**src/sv/hdbm_pkg.sv**
```systemverilog
`timescale 1ns / 1ps

package hdbm_pkg;

	localparam int TIME_BITS = 32;

	localparam int CFG_INDEX_BITS = 3;
	localparam int CFG_DATA_BITS  = 16;

	localparam logic [CFG_INDEX_BITS-1:0] REG_TAP_MIN     = 3'd0;
	localparam logic [CFG_INDEX_BITS-1:0] REG_CLASS_ONE   = 3'd1;
	localparam logic [CFG_INDEX_BITS-1:0] REG_CLASS_TWO   = 3'd2;
	localparam logic [CFG_INDEX_BITS-1:0] REG_CLASS_THREE = 3'd3;
	localparam logic [CFG_INDEX_BITS-1:0] REG_FLASH_HALF  = 3'd4;
	localparam logic [CFG_INDEX_BITS-1:0] REG_BLINK_CYCLE = 3'd5;

	localparam logic [2:0] CLASS_NONE  = 3'd0;
	localparam logic [2:0] CLASS_ONE   = 3'd1;
	localparam logic [2:0] CLASS_TWO   = 3'd2;
	localparam logic [2:0] CLASS_THREE = 3'd3;
	localparam logic [2:0] CLASS_FOUR  = 3'd4;

	typedef logic [TIME_BITS-1:0] time_t;

	typedef struct packed {
		logic [15:0] tap_min_ms;
		logic [15:0] class_one_max_ms;
		logic [15:0] class_two_max_ms;
		logic [15:0] class_three_max_ms;
		logic [7:0]  flash_half_ms;
		logic [15:0] blink_cycle_ms;
	} cfg_t;

	localparam cfg_t CFG_RESET = '{
		tap_min_ms:         16'd25,
		class_one_max_ms:   16'd1000,
		class_two_max_ms:   16'd3000,
		class_three_max_ms: 16'd5000,
		flash_half_ms:      8'd60,
		blink_cycle_ms:     16'd1000
	};

endpackage

```
**src/sv/hdbm_classify.sv**
```systemverilog
`timescale 1ns / 1ps

module hdbm_classify (
	input  hdbm_pkg::time_t held,
	input  hdbm_pkg::cfg_t  cfg,
	input  logic [2:0]      cur_class,
	output logic [2:0]      new_class
);

	logic                   neg;
	hdbm_pkg::time_t        tap;
	hdbm_pkg::time_t        c1;
	hdbm_pkg::time_t        c2;
	hdbm_pkg::time_t        c3;

	assign neg = held[hdbm_pkg::TIME_BITS-1];
	assign tap = hdbm_pkg::TIME_BITS'(cfg.tap_min_ms);
	assign c1  = hdbm_pkg::TIME_BITS'(cfg.class_one_max_ms);
	assign c2  = hdbm_pkg::TIME_BITS'(cfg.class_two_max_ms);
	assign c3  = hdbm_pkg::TIME_BITS'(cfg.class_three_max_ms);

	always_comb begin
		new_class = cur_class;
		if (!neg) begin
			if (held > tap && held <= c1) begin
				new_class = hdbm_pkg::CLASS_FOUR;
			end else if (held > c1 && held <= c2) begin
				new_class = hdbm_pkg::CLASS_THREE;
			end else if (held > c2 && held <= c3) begin
				new_class = hdbm_pkg::CLASS_TWO;
			end else if (held > c3) begin
				new_class = hdbm_pkg::CLASS_ONE;
			end
		end
	end

endmodule

```
**src/sv/hold_duration_button_menu.sv**
```systemverilog
`timescale 1ns / 1ps

// Button menu driven by one input beat per millisecond tick carrying the
// button level. A hold is timed and sorted into one of four classes; the
// LED then blinks the class's count (4 down to 1) in flash_half_ms halves,
// grouped into blink_cycle_ms periods. On release after a qualifying hold
// the LED goes off and one result beat carries action_valid and the action
// code. Every input beat yields exactly one result beat. A beat is taken
// every clock cycle: the whole tick update is one pass of logic from the
// state registers into the result register, and the input is ready whenever
// that register is empty or being drained in the same cycle. Configuration
// writes are always ready and take effect on the next beat.
module hold_duration_button_menu (
	input  logic                                 clk,
	input  logic                                 arst_n,
	input  logic                                 in_valid,
	output logic                                 in_ready,
	input  logic                                 button_down,
	output logic                                 out_valid,
	input  logic                                 out_ready,
	output logic                                 led_on,
	output logic                                 action_valid,
	output logic [1:0]                           action,
	input  logic                                 cfg_valid,
	output logic                                 cfg_ready,
	input  logic [hdbm_pkg::CFG_INDEX_BITS-1:0]  cfg_index,
	input  logic [hdbm_pkg::CFG_DATA_BITS-1:0]   cfg_data
);

	hdbm_pkg::cfg_t  cfg_q;

	hdbm_pkg::time_t now_q;
	hdbm_pkg::time_t press_start_q;
	hdbm_pkg::time_t deadline_q;
	logic            led_q;
	logic [7:0]      flash_q;
	logic [2:0]      class_q;
	logic            holding_q;

	logic            out_valid_q;
	logic            led_on_q;
	logic            action_valid_q;
	logic [1:0]      action_q;

	logic            accept;
	logic            press_edge;
	hdbm_pkg::time_t start_eff;
	hdbm_pkg::time_t deadline_eff;
	logic            led_eff;
	logic [7:0]      flash_eff;
	logic [2:0]      class_eff;
	hdbm_pkg::time_t held;
	logic [2:0]      class_new;
	hdbm_pkg::time_t wait_left;
	logic            do_toggle;
	logic            led_tog;
	logic [7:0]      flash_tog;
	logic [11:0]     used;
	hdbm_pkg::time_t next_half;
	hdbm_pkg::time_t next_group;

	hdbm_pkg::time_t press_start_d;
	hdbm_pkg::time_t deadline_d;
	logic            led_d;
	logic [7:0]      flash_d;
	logic [2:0]      class_d;
	logic            holding_d;
	logic            act_valid_d;
	logic [1:0]      act_d;

	assign accept    = in_valid && in_ready;
	assign in_ready  = !out_valid_q || out_ready;
	assign cfg_ready = 1'b1;

	assign press_edge   = button_down && !holding_q;
	assign start_eff    = press_edge ? now_q : press_start_q;
	assign deadline_eff = press_edge ? now_q : deadline_q;
	assign led_eff      = press_edge ? 1'b0 : led_q;
	assign flash_eff    = press_edge ? 8'd0 : flash_q;
	assign class_eff    = press_edge ? hdbm_pkg::CLASS_NONE : class_q;
	assign held         = now_q - start_eff;

	hdbm_classify u_classify (
		.held      (held),
		.cfg       (cfg_q),
		.cur_class (class_eff),
		.new_class (class_new)
	);

	assign wait_left  = deadline_eff - now_q;
	assign do_toggle  = (class_new != hdbm_pkg::CLASS_NONE) &&
		wait_left[hdbm_pkg::TIME_BITS-1];
	assign led_tog    = !led_eff;
	assign flash_tog  = led_tog ? flash_eff : flash_eff + 8'd1;
	// count equals class here, so the product uses the narrow class value
	assign used       = {8'd0, class_new, 1'b0} * {4'd0, cfg_q.flash_half_ms};
	assign next_half  = now_q + hdbm_pkg::TIME_BITS'(cfg_q.flash_half_ms);
	assign next_group = next_half + hdbm_pkg::TIME_BITS'(cfg_q.blink_cycle_ms)
		- hdbm_pkg::TIME_BITS'(used);

	always_comb begin
		press_start_d = press_start_q;
		deadline_d    = deadline_q;
		led_d         = led_q;
		flash_d       = flash_q;
		class_d       = class_q;
		holding_d     = holding_q;
		act_valid_d   = 1'b0;
		act_d         = 2'd0;
		if (button_down) begin
			holding_d     = 1'b1;
			press_start_d = start_eff;
			deadline_d    = deadline_eff;
			led_d         = led_eff;
			flash_d       = flash_eff;
			class_d       = class_new;
			if (do_toggle) begin
				led_d = led_tog;
				if (flash_tog == {5'd0, class_new}) begin
					deadline_d = next_group;
					flash_d    = 8'd0;
				end else begin
					deadline_d = next_half;
					flash_d    = flash_tog;
				end
			end
		end else if (holding_q) begin
			holding_d = 1'b0;
			class_d   = hdbm_pkg::CLASS_NONE;
			if (class_q != hdbm_pkg::CLASS_NONE) begin
				led_d       = 1'b0;
				act_valid_d = 1'b1;
				act_d       = 2'(hdbm_pkg::CLASS_FOUR - class_q);
			end
		end
	end

	always_ff @(posedge clk or negedge arst_n) begin
		if (!arst_n) begin
			cfg_q <= hdbm_pkg::CFG_RESET;
		end else if (cfg_valid) begin
			unique case (cfg_index)
				hdbm_pkg::REG_TAP_MIN:     cfg_q.tap_min_ms         <= cfg_data;
				hdbm_pkg::REG_CLASS_ONE:   cfg_q.class_one_max_ms   <= cfg_data;
				hdbm_pkg::REG_CLASS_TWO:   cfg_q.class_two_max_ms   <= cfg_data;
				hdbm_pkg::REG_CLASS_THREE: cfg_q.class_three_max_ms <= cfg_data;
				hdbm_pkg::REG_FLASH_HALF:  cfg_q.flash_half_ms      <= cfg_data[7:0];
				hdbm_pkg::REG_BLINK_CYCLE: cfg_q.blink_cycle_ms     <= cfg_data;
				default: ;
			endcase
		end
	end

	always_ff @(posedge clk or negedge arst_n) begin
		if (!arst_n) begin
			now_q         <= '0;
			press_start_q <= '0;
			deadline_q    <= '0;
			led_q         <= 1'b0;
			flash_q       <= 8'd0;
			class_q       <= hdbm_pkg::CLASS_NONE;
			holding_q     <= 1'b0;
		end else if (accept) begin
			now_q         <= now_q + hdbm_pkg::TIME_BITS'(1);
			press_start_q <= press_start_d;
			deadline_q    <= deadline_d;
			led_q         <= led_d;
			flash_q       <= flash_d;
			class_q       <= class_d;
			holding_q     <= holding_d;
		end
	end

	always_ff @(posedge clk or negedge arst_n) begin
		if (!arst_n) begin
			out_valid_q <= 1'b0;
		end else if (accept) begin
			out_valid_q <= 1'b1;
		end else if (out_ready) begin
			out_valid_q <= 1'b0;
		end
	end

	// result beat payload
	always_ff @(posedge clk) begin
		if (accept) begin
			led_on_q       <= led_d;
			action_valid_q <= act_valid_d;
			action_q       <= act_d;
		end
	end

	assign out_valid    = out_valid_q;
	assign led_on       = led_on_q;
	assign action_valid = action_valid_q;
	assign action       = action_q;

endmodule

```
**config.mk**
```make
export PLATFORM = sky130hd
export DESIGN_NAME = hold_duration_button_menu
export DESIGN_NICKNAME = d
export VERILOG_FILES = /design/src/sv/hdbm_pkg.sv /design/src/sv/hdbm_classify.sv /design/src/sv/hold_duration_button_menu.sv
export SDC_FILE = /design/constraint.sdc
export NUM_CORES = 1
export LEC_CHECK = 0
export BUFFER_PORTS_ARGS = -buffer_cell sky130_fd_sc_hd__buf_2
export CORE_UTILIZATION = 30
export CTS_BUF_LIST = sky130_fd_sc_hd__clkbuf_16
export DETAILED_ROUTE_END_ITERATION = 10
export PLACE_DENSITY = 0.5
export SLEW_MARGIN = 5
export SYNTH_ARGS = -nofsm -noshare
export SYNTH_HDL_FRONTEND = slang
export SYNTH_SLANG_ARGS = --single-unit
```
**constraint.sdc**
```tcl
create_clock -name clk -period 12 [get_ports clk]
set_input_delay 0.6 -clock clk [delete_from_list [all_inputs] [get_ports clk]]
set_output_delay 0.6 -clock clk [all_outputs]
set_load 0.02 [all_outputs]
```
==> flow_summary.toml, run 1 <==
[final_layout]
multi_input_area_um2 = 10700
syn2layout_area_growth_pct = 11.3
fin_nets = 2200
final_core_util_pct = 33.8
fill_cells = 5819
register_area_um2 = 5110
drive_above_1_share_pct = 10.5
n_antenna_cell = 0
stdcell_area_um2 = 18600

[global_route]
grt_pass1_wl_um = 81800
gr-total-overflow = 0
grt.total_usage_pct = 18.5
grt_pass1_vias = 13891
grt_max_degree = 71
antenna_found_initial = 0

[worst_setup_path]
cp_data_required_time_ns = 12.42
critPathLaunchType = "flop"
cpPeakStageDelay_ns = 0.52
path_buf_inv = 3
cpLargestDelayFamily = "compound AO/OA/AOI/OAI gates"
critPathCaptureType = "flop"
cp_slowest_cell = "dfrtp_1"
arrival_ns = 11.71
worstSetupPathType = "flop to flop"
crit_fanout = 43
crit_path_frequent_cell = "a21oi_1"

[yosys]
synth_adder_area_share_pct = 15.8
syn_nets = 2184
avgSynthCellArea_um2 = 8.53
yosysWarnings = 0
ys_async_sr_fraction_pct = 98.0
synth_compound_area_share_pct = 20.8
synthMuxAreaShare_pct = 4.65
synth_edf_count = 4
yosys.area_share.simple_pct = 16.1
synth_cell_type_count = 92
ys_seq_area_share_pct = 30.6
ys_seq_elements = 202
synthesis.instances = 1960
ys.flop_type = "dfrtp_1"
synth-xor-area-share_pct = 5.97
synth_top_family_by_area = "compound AO/OA/AOI/OAI gates"
synth_area_um2 = 16700

[floorplanning]
dieArea_um2 = 56700
die_h_um = 238
die_w_um = 238
core_um2 = 55100
ios = 32
fp-row-count = 86
start_util_pct = 30.3

[routing]
drt-vias-per-instance = 5.16
vias = 14138
drt_pass1_iterations = 7
wl_per_cell_um = 19.1
drtIter0Drc = 1079
antenna_left = 0
drc_errors = 0
totalWireLength_um = 52300

[pwr]
total_power_uw = 4510
pwr-share-seq_pct = 21.8
p_leak_uw = 0.00849
p_comb_share_pct = 61.1
clkPwrFrac_pct = 17.1
p_sw_share_pct = 47.0
vdd_ir_drop_max_mv = 0.132
internal-power_uw = 2390
switching_power_uw = 2120
p_per_area_nw_per_um2 = 243

[timing]
setup-violations-final = 0
fin_crit_sh_pct = 94.1
skew_ns = 0.0336
rsz0062_at_grt = "no"
setup_tns_ns = 0
min_period_ns = 11.29
holdWs_ns = 0.0267
slew_headroom_pct = 24.9
final-hold-violation-count = 0
drv_slew = 0
tightestPinTransition_ns = 1.12
fmax_mhz = 88.6

[worst_hold_path]
min_path_type = "primary input to async pin"

[clock_tree]
htreeDepth = 1
clockRootBuffer = "clkbuf_16"
clkTransAtPathRegs_ns = 0.06
cts_buffers = 26
clock_sinks = 202
cts_resized = 0
clk_latency_ns = 0.58
postCtsHoldBufs = 0
cts_tree = "built"
cts_setup_buffers = 0
cts_max_path_buffers = 3

[place]
gp_congestion = 0.886
placed_cell_area_um2 = 17700
dp_hpwl_um = 39700
port_buffers = 30

[run]
max_cap_violations = 0

[status]
outcome = "finished clean"
==> power by group through the flow <==
stage               clock network [uW]  logic [uW]  registers (uW)
floorplan                            0        1930             938
global placement                     0        2690             990
detailed placement                   0        2720             991
CTS                                795        2740             981
global route                       819        3080            1000
finish                             772        2760             982
==> Yosys cell counts (all sizes together) (5+ instances only) <==
cell    count  area, um2
nand2     189        714
inv       181        679
ha        179       2240
a21oi     173        866
dfrtp     167       4180
nor2      158        596
o21ai     144        724
xnor2      95        832
a21o       66        495
nand3      48        245
clkbuf     45        170
mux2       45        507
a211oi     31        233
dfstp      31        815
nor3       29        155
buf        27        169
mux2i      27        270
nand4      27        169
and2       25        156
nand2b     22        145
fa         20        400
xor2       19        166
nor2b      18        120
and3       14       87.6
a21boi     12       93.8
o211ai     12       90.1
o21bai     12       90.1
nor4       11       68.8
o21a        9       67.6
o221ai      8       70.1
o22ai       8       50.1
a22o        6       52.6
o31ai       6       50.1
and4        5       43.8
o311ai      5       43.8
==> layer usage <==
layer | GRT usage (%) | vias up | part of all wire [%]
li1 | - | 6942 | -
met1 | 26.4 | 6856 | 49
met2 | 29.4 | 278 | 45
met3 | 2.30 | 62 | 4.2
met4 | 4.45 | 0 | 2.0
met5 | 0 | - | 0
==> registers in the layout, indices dropped and copies added, names as in the netlist, 2 cells and up <==
register	count
action	2
flash_q	8
class_q	3
cfg_q	88
press_start_q	32
deadline_q	32
now_q	32
==> layout by cell type, fill, tap and decap left out, drive strengths merged, types with 10 or more instances in the layout <==
cell / n
clkinv: 10
nor3: 29
nor4: 11
o21ai: 144
o21bai: 12
mux2: 45
a211oi: 31
and2: 25
nand4: 27
fa: 20
xor2: 19
nand2b: 23
clkbuf: 26
inv: 187
nor2: 158
nor2b: 18
ha: 179
a21oi: 173
mux2i: 27
buf: 59
a21o: 66
a21boi: 12
nand2: 189
o211ai: 12
dfstp: 31
dfrtp: 167
and3: 14
xnor2: 95
nand3: 48
==> logic make-up (layout without fill, tap and decap cells) <==
family | Yosys count | after routing
and+or+nand+nor | 570 | 571
AOI/OAI and AO/OA | 549 | 549
buffers and inverters | 253 | 285
DFF | 202 | 202
adders and majority gates | 199 | 199
xor gates and xnor gates | 114 | 114
muxes | 72 | 72
other | 1 | 1
==> final timing paths <==
| path | from | endpoint | slack [ns] | depth (start not counted) |
|---|---|---|---|---|
| setup reg to reg | holding_q | deadline_q[31] | 0.71 | 44 |
| min in group clk | cfg_data[9] | cfg_q[65] | 0.31 | 3 |
| setup / recovery | holding_q | deadline_q[31] | 0.71 | 44 |
| max in group asynchronous | arst_n | cfg_q[2] | 10.56 | 2 |
| hold / removal | arst_n | deadline_q[28] | 0.03 | 1 |
| hold reg to reg | deadline_q[21] | deadline_q[21] | 0.48 | 1 |
==> final cells by class <==
| cell class | count | area share, % |
|---|---|---|
| sequential | 202 | 27.5 |
| inverter | 181 | 3.65 |
| timing repair buffer | 59 | 2.07 |
| tap | 748 | 5.03 |
| multi-input combinational | 1506 | 57.4 |
| clock inverter | 19 | 0.848 |
| clock buffer | 26 | 3.50 |
==> metrics by stage <==
step | instances | worst slack, ns
after global placement | 2695 | 0.238
final | 2741 | 0.711
after global routing | 2741 | 0.0395
after detailed placement | 2695 | 0.0224
after floorplan | 1960 | 1.26
after CTS | 2740 | 0.201
Note: power is estimated with default switching activity, not from simulation.
==> run 2, diff against run 1 <==
Settings changed: MAX_ROUTING_LAYER set to met4.
==> flow_summary.toml, run 2 (synthesis gave the netlist of run 1 again) <==
[floorplanning]
ios = 32
die_w_um = 238
die_h_um = 238
start_util_pct = 30.3
core_um2 = 55100
fp-row-count = 86
dieArea_um2 = 56700

[timing]
fmax_mhz = 89.7
holdWs_ns = 0.0264
setup_tns_ns = 0
skew_ns = 0.0156
fin_crit_sh_pct = 92.9
tightestPinTransition_ns = 1.05
rsz0062_at_grt = "no"
fin_ws_ns = 0.849
min_period_ns = 11.15
slew_headroom_pct = 29.6
setup-violations-final = 0
drv_slew = 0
final-hold-violation-count = 0

[final_layout]
n_antenna_cell = 0
drive_above_1_share_pct = 10.4
fill_cells = 5760
largest_reg_flops = 88
syn2layout_area_growth_pct = 11.7
final_cell_mix = "186 x inv_1, 186 x nand2_1, 179 x ha_1"
fin_nets = 2200
fin_cells = 2743
regMostFlops = "cfg_q"

[worst_setup_path]
cp_data_required_time_ns = 12.43
critPathLaunchType = "flop"
arrival_ns = 11.58
critPathCaptureType = "flop"
path_buf_inv = 1
worstSetupPathType = "flop to flop"
cp_slowest_cell = "a211oi_1"
cpLargestDelayFamily = "compound AO/OA/AOI/OAI gates"
cpPeakStageDelay_ns = 0.79
crit_fanout = 13

[routing]
antenna_left = 0
drtIter0Drc = 1027
wl_per_cell_um = 19.1
vias = 14222
drc_errors = 0
drt_pass1_iterations = 5
totalWireLength_um = 52400
drt-vias-per-instance = 5.18

[pwr]
p_leak_uw = 0.00854
p_per_area_nw_per_um2 = 246
p_sw_share_pct = 46.5
p_comb_share_pct = 60.8
pwr-share-seq_pct = 21.4
clkPwrFrac_pct = 17.9
internal-power_uw = 2460
total_power_uw = 4600
switching_power_uw = 2140
vdd_ir_drop_max_mv = 0.121

[worst_hold_path]
min_path_type = "primary input to async pin"

[clock_tree]
clkTransAtPathRegs_ns = 0.06
htreeDepth = 1
clk_latency_ns = 0.56
cts_max_path_buffers = 3
postCtsHoldBufs = 0
cts_buffers = 26
cts_tree = "built"
clock_sinks = 202
clockRootBuffer = "clkbuf_16"

[place]
numPlacedInstances = 2695
dp_hpwl_um = 40000
gp_congestion = 0.886
dp_slack_ns = 0.202
port_buffers = 30

[status]
outcome = "finished clean"

[global_route]
grt_pass1_vias = 13951
grt_max_degree = 73
grt.total_usage_pct = 19.0
antenna_found_initial = 1
grt_pass1_wl_um = 81900
gr-total-overflow = 0

[run]
max_cap_violations = 0
==> run 2: cell count changes in the layout (fill, tap and decap cells not counted), sizes merged <==
cell      change
bufinv        +2
clkinvlp      -1
clkbuf        +2
inv           -1
==> run 2: power by group through the flow <==
| stage | combinational, uW | clock [uW] | sequential [uW] |
|---|---|---|---|
| finish | 2790 | 823 | 982 |
| detailed placement | 2750 | 0 | 993 |
| global placement | 2710 | 0 | 989 |
| CTS | 2770 | 848 | 983 |
| floorplan | 1930 | 0 | 938 |
| global route | 3100 | 870 | 1010 |
==> run 2: path summary, 6_finish.rpt <==
check,from,end,slack [ns],cells past startpoint
worst max-delay path,holding_q,deadline_q[30],0.85,45
worst min-delay path,arst_n,deadline_q[26],0.03,1
worst max register to register,holding_q,deadline_q[30],0.85,45
worst min register to register,deadline_q[11],deadline_q[11],0.48,1
max in group asynchronous,arst_n,cfg_q[58],10.64,2
min in group clk,cfg_data[9],cfg_q[49],0.34,3
==> run 2: layout make-up <==
cell class,count,area (um2),area share (%)
Sequential cell,202,5110,27.4
Timing Repair Buffer,59,382,2.04
Multi-Input combinational cell,1506,10700,57.2
Clock inverter,19,185,0.992
Tap cell,748,936,5.01
Clock buffer,28,701,3.75
Inverter,181,679,3.64
==> run 2: what timing repair did <==
action | 4_1_cts | 5_1_grt
buffers inserted | 0 | 0
endpoints found under the setup margin | 0 | 11
resized for setup | 0 | 9
==> run 2: layer usage <==
layer	GRT usage (%)	share of wire, %	wire length (um)
met5	-	0	0
met4	5.26	2.6	1380
met3	2.31	4.5	2350
met2	29.3	45	23400
met1	26.2	48	25300
==> run 2: stage by stage <==
step | area, um2 | util [%]
floorplan | 16700 | -
global placement | 17700 | 32.2
detailed placement | 17700 | 32.2
CTS | 18600 | 33.8
global route | 18700 | 33.9
finish | 18700 | 33.9
==> run 2: worst reg2reg max path, delay by kind of cell (launching register included) <==
kind	cells	cell delay (ns)
adder cells (fa/ha/maj)	7	2.69
flip-flops	1	0.48
buffers and inverters	1	0.13
AND/OR/NAND/NOR	12	1.82
XOR/XNOR	3	0.79
AO/OA/AOI/OAI	22	5.12
